[config.mk]
export PLATFORM = sky130hd
export DESIGN_NAME = utf8_to_utf16_decoder_unit
export DESIGN_NICKNAME = d
export VERILOG_FILES = /design/src/sv/utd_pkg.sv /design/src/sv/utf8_to_utf16_decoder_unit.sv /design/src/sv/utd_core.sv
export SDC_FILE = /design/constraint.sdc
export NUM_CORES = 1
export LEC_CHECK = 0
export ABC_CLOCK_PERIOD_IN_PS = 5260
export BUFFER_PORTS_ARGS = -buffer_cell sky130_fd_sc_hd__buf_4
export CORE_ASPECT_RATIO = 0.5
export CORE_MARGIN = 1
export CORE_UTILIZATION = 30
export CTS_BUF_LIST = sky130_fd_sc_hd__clkbuf_4 sky130_fd_sc_hd__clkbuf_8 sky130_fd_sc_hd__clkbuf_16
export CTS_CLUSTER_SIZE = 20
export DETAILED_ROUTE_END_ITERATION = 16
export SKIP_CTS_REPAIR_TIMING = 1
export SLEW_MARGIN = 20
export SYNTH_ARGS = -nofsm -noshare
export SYNTH_HDL_FRONTEND = slang
export SYNTH_SLANG_ARGS = --single-unit
[constraint.sdc]
create_clock -name clk -period 5.26 [get_ports clk]
set_input_delay 0 -clock clk [delete_from_list [all_inputs] [get_ports clk]]
set_output_delay 0 -clock clk [all_outputs]
set_load 0.01 [all_outputs]
[src/sv/utd_pkg.sv]
// shared types and constants for the utf-8 to utf-16 decoder
`timescale 1ns / 1ps
`default_nettype none
package utd_pkg;

  localparam int unsigned COUNT_MAX = 65535;
  localparam logic [15:0] COUNT_LIMIT = (COUNT_MAX < 65535) ? 16'(COUNT_MAX) : 16'hFFFF;

  typedef enum logic [1:0] {
    ST_CHAR  = 2'd0,
    ST_END   = 2'd1,
    ST_ERROR = 2'd2
  } status_t;

  typedef struct packed {
    logic [15:0] code_unit;
    status_t     status;
    logic [15:0] char_count;
  } result_t;

endpackage
`default_nettype wire

[src/sv/utf8_to_utf16_decoder_unit.sv]
// utf-8 to utf-16 decoder: input register, decode step, output register
// an accepted byte is held in the input register, and its result is then registered in the output register
// throughput: one byte per cycle while the output is not held, set by the combinational decode step in utd_core
// a held output stops intake once the input register is full
// reset (synchronous, rst_n low) clears both valid flags and all decoder state
`timescale 1ns / 1ps
`default_nettype none
module utf8_to_utf16_decoder_unit (
  input  wire logic        clk,
  input  wire logic        rst_n,
  input  wire logic        in_tvalid,
  output logic             in_tready,
  input  wire logic [7:0]  in_tdata,   // [7:0] in_byte
  output logic             out_tvalid,
  input  wire logic        out_tready,
  output logic [31:0]      out_tdata,  // [15:0] code_unit, [31:16] char_count
  output logic [1:0]       out_tuser   // [1:0] status
);
  import utd_pkg::*;

  logic        in_valid_r;
  logic [7:0]  in_byte_r;
  logic        out_valid_r, out_valid_nxt;
  result_t     out_res_r;
  logic        advance;
  logic        res_valid;
  result_t     res;

  // the registered byte moves on whenever the output slot is free or emptying
  assign advance   = in_valid_r && (!out_valid_r || out_tready);
  assign in_tready = !in_valid_r || advance;

  utd_core u_core (
    .clk       (clk),
    .rst_n     (rst_n),
    .step_en   (advance),
    .byte_in   (in_byte_r),
    .res_valid (res_valid),
    .res       (res)
  );

  always_comb begin
    out_valid_nxt = out_valid_r;
    if (out_valid_r && out_tready) begin
      out_valid_nxt = 1'b0;
    end
    if (advance) begin
      out_valid_nxt = res_valid;
    end
  end

  always_ff @(posedge clk) begin
    if (!rst_n) begin
      in_valid_r  <= 1'b0;
      out_valid_r <= 1'b0;
    end else begin
      if (in_tready) begin
        in_valid_r <= in_tvalid;
      end
      out_valid_r <= out_valid_nxt;
    end
  end

  always_ff @(posedge clk) begin
    if (in_tready && in_tvalid) begin
      in_byte_r <= in_tdata;
    end
    if (advance && res_valid) begin
      out_res_r <= res;
    end
  end

  assign out_tvalid = out_valid_r;
  assign out_tdata  = {out_res_r.char_count, out_res_r.code_unit};
  assign out_tuser  = out_res_r.status;

endmodule
`default_nettype wire

[src/sv/utd_core.sv]
// decoder state and combinational next-state and result logic
`timescale 1ns / 1ps
`default_nettype none
module utd_core (
  input  wire logic            clk,
  input  wire logic            rst_n,
  input  wire logic            step_en,
  input  wire logic [7:0]      byte_in,
  output logic                 res_valid,
  output utd_pkg::result_t     res
);
  import utd_pkg::*;

  logic [1:0]  pending_r, pending_nxt;
  logic [15:0] partial_r, partial_nxt;
  logic [15:0] count_r, count_nxt;
  logic        skip_r, skip_nxt;

  logic [15:0] count_inc;
  logic [15:0] assembled;

  assign count_inc = (count_r < COUNT_LIMIT) ? count_r + 16'd1 : count_r;
  assign assembled = {partial_r[9:0], byte_in[5:0]};

  always_comb begin
    pending_nxt    = pending_r;
    partial_nxt    = partial_r;
    count_nxt      = count_r;
    skip_nxt       = skip_r;
    res_valid      = 1'b0;
    res.code_unit  = 16'd0;
    res.status     = ST_CHAR;
    res.char_count = count_r;
    if (skip_r) begin
      if (byte_in == 8'd0) begin
        skip_nxt    = 1'b0;
        pending_nxt = 2'd0;
        partial_nxt = 16'd0;
        count_nxt   = 16'd0;
      end
    end else if (pending_r != 2'd0) begin
      if (byte_in == 8'd0) begin
        res_valid   = 1'b1;
        res.status  = ST_ERROR;
        pending_nxt = 2'd0;
        partial_nxt = 16'd0;
        count_nxt   = 16'd0;
      end else if (pending_r == 2'd1) begin
        res_valid      = 1'b1;
        res.code_unit  = assembled;
        res.char_count = count_inc;
        count_nxt      = count_inc;
        pending_nxt    = 2'd0;
        partial_nxt    = 16'd0;
      end else begin
        partial_nxt = assembled;
        pending_nxt = pending_r - 2'd1;
      end
    end else if (byte_in == 8'd0) begin
      res_valid   = 1'b1;
      res.status  = ST_END;
      partial_nxt = 16'd0;
      count_nxt   = 16'd0;
    end else if (!byte_in[7]) begin
      res_valid      = 1'b1;
      res.code_unit  = {8'd0, byte_in};
      res.char_count = count_inc;
      count_nxt      = count_inc;
    end else if (byte_in[6] && !byte_in[5]) begin
      partial_nxt = {11'd0, byte_in[4:0]};
      pending_nxt = 2'd1;
    end else if (byte_in[6] && !byte_in[4]) begin
      partial_nxt = {12'd0, byte_in[3:0]};
      pending_nxt = 2'd2;
    end else begin
      // bad lead byte: report, then drop bytes until the terminator
      res_valid   = 1'b1;
      res.status  = ST_ERROR;
      pending_nxt = 2'd0;
      partial_nxt = 16'd0;
      count_nxt   = 16'd0;
      skip_nxt    = 1'b1;
    end
    if (!step_en) begin
      res_valid = 1'b0;
    end
  end

  always_ff @(posedge clk) begin
    if (!rst_n) begin
      pending_r <= 2'd0;
      partial_r <= 16'd0;
      count_r   <= 16'd0;
      skip_r    <= 1'b0;
    end else if (step_en) begin
      pending_r <= pending_nxt;
      partial_r <= partial_nxt;
      count_r   <= count_nxt;
      skip_r    <= skip_nxt;
    end
  end

endmodule
`default_nettype wire
# Word level (Yosys, flattened, before mapping)
# Index checks and enable logic that the tools add are counted.
# totals
in_bits	12
output_inout_bits	36
word_cells	94
register_bits	73
# classes
reduce_logical	19
magnitude_cmp	1
n_eq_ne	5
muxes	57
addsub	2
# op_table
operator	n
two-way mux 16 bit	16
two-way mux 10 bit	6
two-way mux 34 bit	1
two-way mux 2 bit	14
adder 16 x 1 -> 16 bit (second input constant)	1
< comparator 16 bit (second input constant)	1
two-way mux 1 bit	16
two-way mux 7 bit	2
zero test 8 bit	1
!= test 4 x 2 -> 1 bit (second input constant)	2
AND reduction 4 bit	2
logical AND 1 bit	6
two-way mux 5 bit	1
zero test 1 bit	4
two-way mux 4 bit	1
nonzero test 2 bit	2
!= test 3 x 1 -> 1 bit (second input constant)	1
AND reduction 3 bit	1
nonzero test 3 bit	1
== test 2 x 1 -> 1 bit (second input constant)	1
logical OR 1 bit	2
!= test 2 bit (second input constant)	1
subtractor 2 x 1 -> 2 bit (second input constant)	1

# Longest topological paths before layout
# depth
ltp_word	10
ltp_mapped	9
depth_no_buf	7

# Cells and area by module
# A second synthesis with hierarchy kept.
# unflattened
cells_unflattened	374
area_unflattened_um2	3652.3
# by_module_without_submodules
mod	area_per_inst_um2	instances	seq_area_each_um2	cells_each
utd_core	2278.4	1	580.6	319
utf8_to_utf16_decoder_unit	1373.8	1	1301.2	55

# Worst setup path after synthesis
# OpenSTA, ideal clock, no wires.
# synth_path
path_kind	register to register
start	register in_byte_r[5]
end	register out_res_r (netlist bit out_tdata[0]) (enable)
n_path_buf	0
period_less_slack_ns	4.193
setup_time_ns	0.470
stages_incl_launch_ff	5
required_ns	4.790
path_slack_ns	1.067
arrival_time_ns	3.723
path_cell_list	edfxtp_1 > or4_4 > nor2_8 > nor3_1 > nor3_1
# synth_between
elab_chain_len	9
elab_cells_between_ends	11
cone_classes	7 x mux; 4 x reduce/logical
# synth_rtl
element	line_no	rtl
start: declaration	utf8_to_utf16_decoder_unit.sv:22	logic [7:0] in_byte_r;
start signal: assignment	utf8_to_utf16_decoder_unit.sv:66	in_byte_r <= in_tdata;
zero test 1 bit	utd_core.sv:69	end else if (byte_in[6] && !byte_in[5]) begin
logical AND 1 bit	utd_core.sv:69	
two-way mux 1 bit	utd_core.sv:69	
two-way mux 1 bit	utd_core.sv:64	end else if (!byte_in[7]) begin
two-way mux 1 bit	utd_core.sv:59	end else if (byte_in == 8'd0) begin
two-way mux 1 bit *	utd_core.sv:41	end else if (pending_r != 2'd0) begin
two-way mux 1 bit *	utd_core.sv:34	if (skip_r) begin
two-way mux 1 bit *	utd_core.sv:84	if (!step_en) begin
logical AND 1 bit *	utf8_to_utf16_decoder_unit.sv:68	if (advance && res_valid) begin
end signal: assignment	utf8_to_utf16_decoder_unit.sv:69	out_res_r <= res;
end: declaration	utf8_to_utf16_decoder_unit.sv:24	result_t out_res_r;
# Every way passes the cells marked *; elsewhere a longest branch is shown, timed or not.
# A chain may end at the register's enable or synchronous reset.

# Worst setup path in the final report
# layout_path
start	register u_core.pending_r[1]
end	register out_res_r (netlist bit out_tdata[5]) (enable)
# layout_between
elab_chain_len	7
elab_cells_between_ends	8
cone_classes	1 x eq/ne; 5 x mux; 2 x reduce/logical
# layout_rtl
element	line_no	rtl
start: declaration	utd_core.sv:14	logic [1:0] pending_r, pending_nxt;
start signal: assignment	utd_core.sv:96	pending_r <= pending_nxt;
== test 2 x 1 -> 1 bit	utd_core.sv:48	end else if (pending_r == 2'd1) begin
two-way mux 1 bit	utd_core.sv:48	
two-way mux 1 bit	utd_core.sv:42	if (byte_in == 8'd0) begin
two-way mux 1 bit *	utd_core.sv:41	
two-way mux 1 bit *	utd_core.sv:34	
two-way mux 1 bit *	utd_core.sv:84	
logical AND 1 bit *	utf8_to_utf16_decoder_unit.sv:68	
# Marked as above.

==> results.md <==
* R2R cell count at 7
* CTS Buf Count at 9
* Fmax at 311.1 MHz
* Run status: complete, no violations
* Die Area at 12770 µm²
* Number of routed nets with antenna violations at 0
* Share of Yosys cell area claimed by the top area cell type at 0.3418
* Setup TNS at 0 ns
* Cells after Synth at 382
* Number of synthesized flops with an enable pin at 42
* Worst VDD drop at 0.0001430 V
* Synth Register Bits at 73
* Worst EP required at 5.27 ns
* Clock skew at 0.008679 ns
* Net Sw Frac at 0.2580
* Stages on the worst setup path at 7
* Max incr delay on CP at 0.90 ns
* DRT Pass-1 Iters at 5
* Clock Root Buffer: clkbuf_16
* Hold Vio Cnt, Final at 0
* Crit path max fanout at 25
* Sequential area share after synthesis at 0.5100
* Post-DR wirelength/cell at 18.20 µm
* Ys async rst share at 0
* Ys Warns at 0
* Post-Route WL at 10990 µm
* Internal power at 0.9979 mW
* WL met1 at 5210 µm
* Top-count cell post-synth: edfxtp_1
* Area contributors post-synth: edfxtp_1, dfxtp_1, a21oi_1, nor2_1, nand2_1
* Top sig layer: met4
* Routability congestion estimate at 0.9553
* CP bufs+invs at 2
* Worst path top cell family by delay: simple AND/OR/NAND/NOR gates
* Top FF cell, synth: edfxtp_1
* Clk pwr share at 0.435
* Maximum clock insertion buffer count at 2
* Clk slew on worst S/H paths at 0.06 ns
* Pwr Density at 293.8 nW/µm²
* Fillers at 1198
* Reg-to-Reg Start: u_core.pending_r[1]
* Reg2Reg Capture Point: out_tdata[5]
* TritonCTS clock tree: built
* Clk sinks at 73
* Initial antenna violation count at 0
* Crit start category: flop
* Diodes inserted at 0
* GRT overflow at 0
* Critical Path Slowest Stage Cell: nor3_2
* Kind of critical path: reg -> reg
* Layout cells sized above 1 at 0.1800
* Syn nets at 398
* Starting density of the core at 0.3098
* Max-capacitance violation count at 0
* Worst relative slew slack at 0.2460
* Routed vias at 3348
* Seq pwr share at 0.476
* Synth Cell Area at 3690 µm²
* Max H-tree Level at 3
* Leakage dissipation at 1.623 nW
* Crit path DAT at 3.22 ns
* Unrepaired setup endpoints after global routing: false
* Mapped Avg Cell Area at 9.659 µm²
* WL met3 at 1098 µm
* Initial drt markers at 390
* Worst min path class: in -> reg
* Die Span X at 158.8 µm
* Capturing element type of the critical path: flop
* Final setup fails at 0
* Die Ht at 80.42 µm
* Net Sw Power at 0.3469 mW
* Drc violations at 0
* Met2 WL post-DR at 4426 µm
* Via-per-instance ratio at 5.543
* I/O pin count at 48
* Post-synth cell types at 61
* Crit path launch: u_core.pending_r[1]
* Slew Limit Fails at 0
* Hold path depth at 4
* Crit path cell chain: inv_1 > ha_1 > nor2_1 > a21oi_1 > nor3_1 > nor3_2 > buf_4
* Most frequent cells after synthesis: edfxtp_1, nor2_1, nand2_1
* Global-route wire length before repair at 17220 µm
* Crit path to: out_tdata[5]
* Post-placement cell count at 578
* Layout area overhead at 24.08%
* Tmin final at 3.214 ns
* Largest net degree at the start of global routing at 26
* Logic pwr share at 0.089
* Setup slack, reg-to-reg at 2.05 ns
* GRT Util Overall at 0.1795
* Vias in the first global route at 3038
* Site Rows at 28
* Clk_lat worst skew at 0.34 ns
* Layout Cells excl Fill at 604
* IO Port Bufs at 47
* Core area at 11910 µm²
* Final period utilization at 0.6110
* DP Wirelength at 7903 µm
* Layout Nets at 450
* Post-synth top area cell: edfxtp_1
* Actual transition at the worst max-transition pin at 1.125 ns
power groups by stage:
stage               Clock, mW  Combinational [mW]  Sequential (mW)
global placement            0               0.111            0.652
global route            0.619               0.127            0.643
CTS                     0.597               0.111            0.640
finish                  0.585               0.119            0.640
floorplan                   0              0.0566            0.654
detailed placement          0               0.111            0.652
layout make-up:
cell class,count,area (µm²),area share
multi-input combinational,281,1700,0.3714
sequential,73,1882,0.4110
tap,165,206.4,0.04509
clock inverter,7,58.81,0.01285
timing repair buffer,59,467.9,0.1022
inverter,10,37.54,0.008199
clock buffer,9,225.2,0.04919
worst min-delay path, stage by stage:
cell	delay, ns
buf_4	0.08
nor2b_1	0.05
a21oi_1	0.14
nor2_1	0.04
worst min path at each step:
stage / startpoint / endpoint / slack, ns
global route: out_tready / out_tvalid / 0.03
global placement: in_tdata[0] / in_byte_r[0] / 0.18
finish: out_tready / in_valid_r / 0.03
floorplan: in_tdata[0] / in_byte_r[0] / 0.1
CTS: in_tdata[0] / in_byte_r[0] / -0.17
detailed placement: in_tdata[0] / in_byte_r[0] / 0.18
kinds of logic after synthesis:
logic type	Yosys count	share of synthesized area
DFF	73	0.5100
and+or+nand+nor	155	0.2157
AOI/OAI and AO/OA	110	0.1994
adders and majority gates	4	0.01356
muxes	4	0.01187
xor gates and xnor gates	8	0.01899
buffers and inverters	28	0.03051
layout by cell type (no fill, tap or decap), types with 8 or more instances in the layout:
cell type	netlist	layout
a31oi_1	8	8
edfxtp_1	42	42
nor2_1	38	38
dlygate4sd3_1	0	10
inv_1	9	9
buf_4	0	49
dfxtp_1	31	31
nand3_1	17	17
o21ai_0	20	20
a21oi_1	30	30
nand2_1	37	37
and3_1	16	16
and2_1	11	11
clkbuf_16	0	9
flip-flops by register name, summed over array words and instances, names as in the netlist:
register and count:
out_tdata 32, u_core.count_r 16, u_core.partial_r 10, in_byte_r 8, out_tuser 2, u_core.pending_r 2, in_valid_r 1, out_tvalid 1
u_core.skip_r 1
through the flow:
stage	total power [mW]	worst slack (ns)	cell area (µm²)	utilization	hold slack (ns)
floorplan	0.7102	1.067	3690	-	0.09887
global placement	0.7634	2.161	4194	0.3521	0.1791
detailed placement	0.7634	2.091	4194	0.3521	0.1810
CTS	1.348	2.058	4478	0.3759	-0.1739
global route	1.389	1.819	4578	0.3843	0.03101
finish	1.345	2.046	4578	0.3843	0.02762
metal layers:
metal	GRT usage	vias to the layer above
met4	0.07087	0
li1	-	1559
met2	0.2518	197
met1	0.2605	1559
met5	0	-
met3	0.04287	33
No activity file was read; power rests on OpenSTA's default activity.
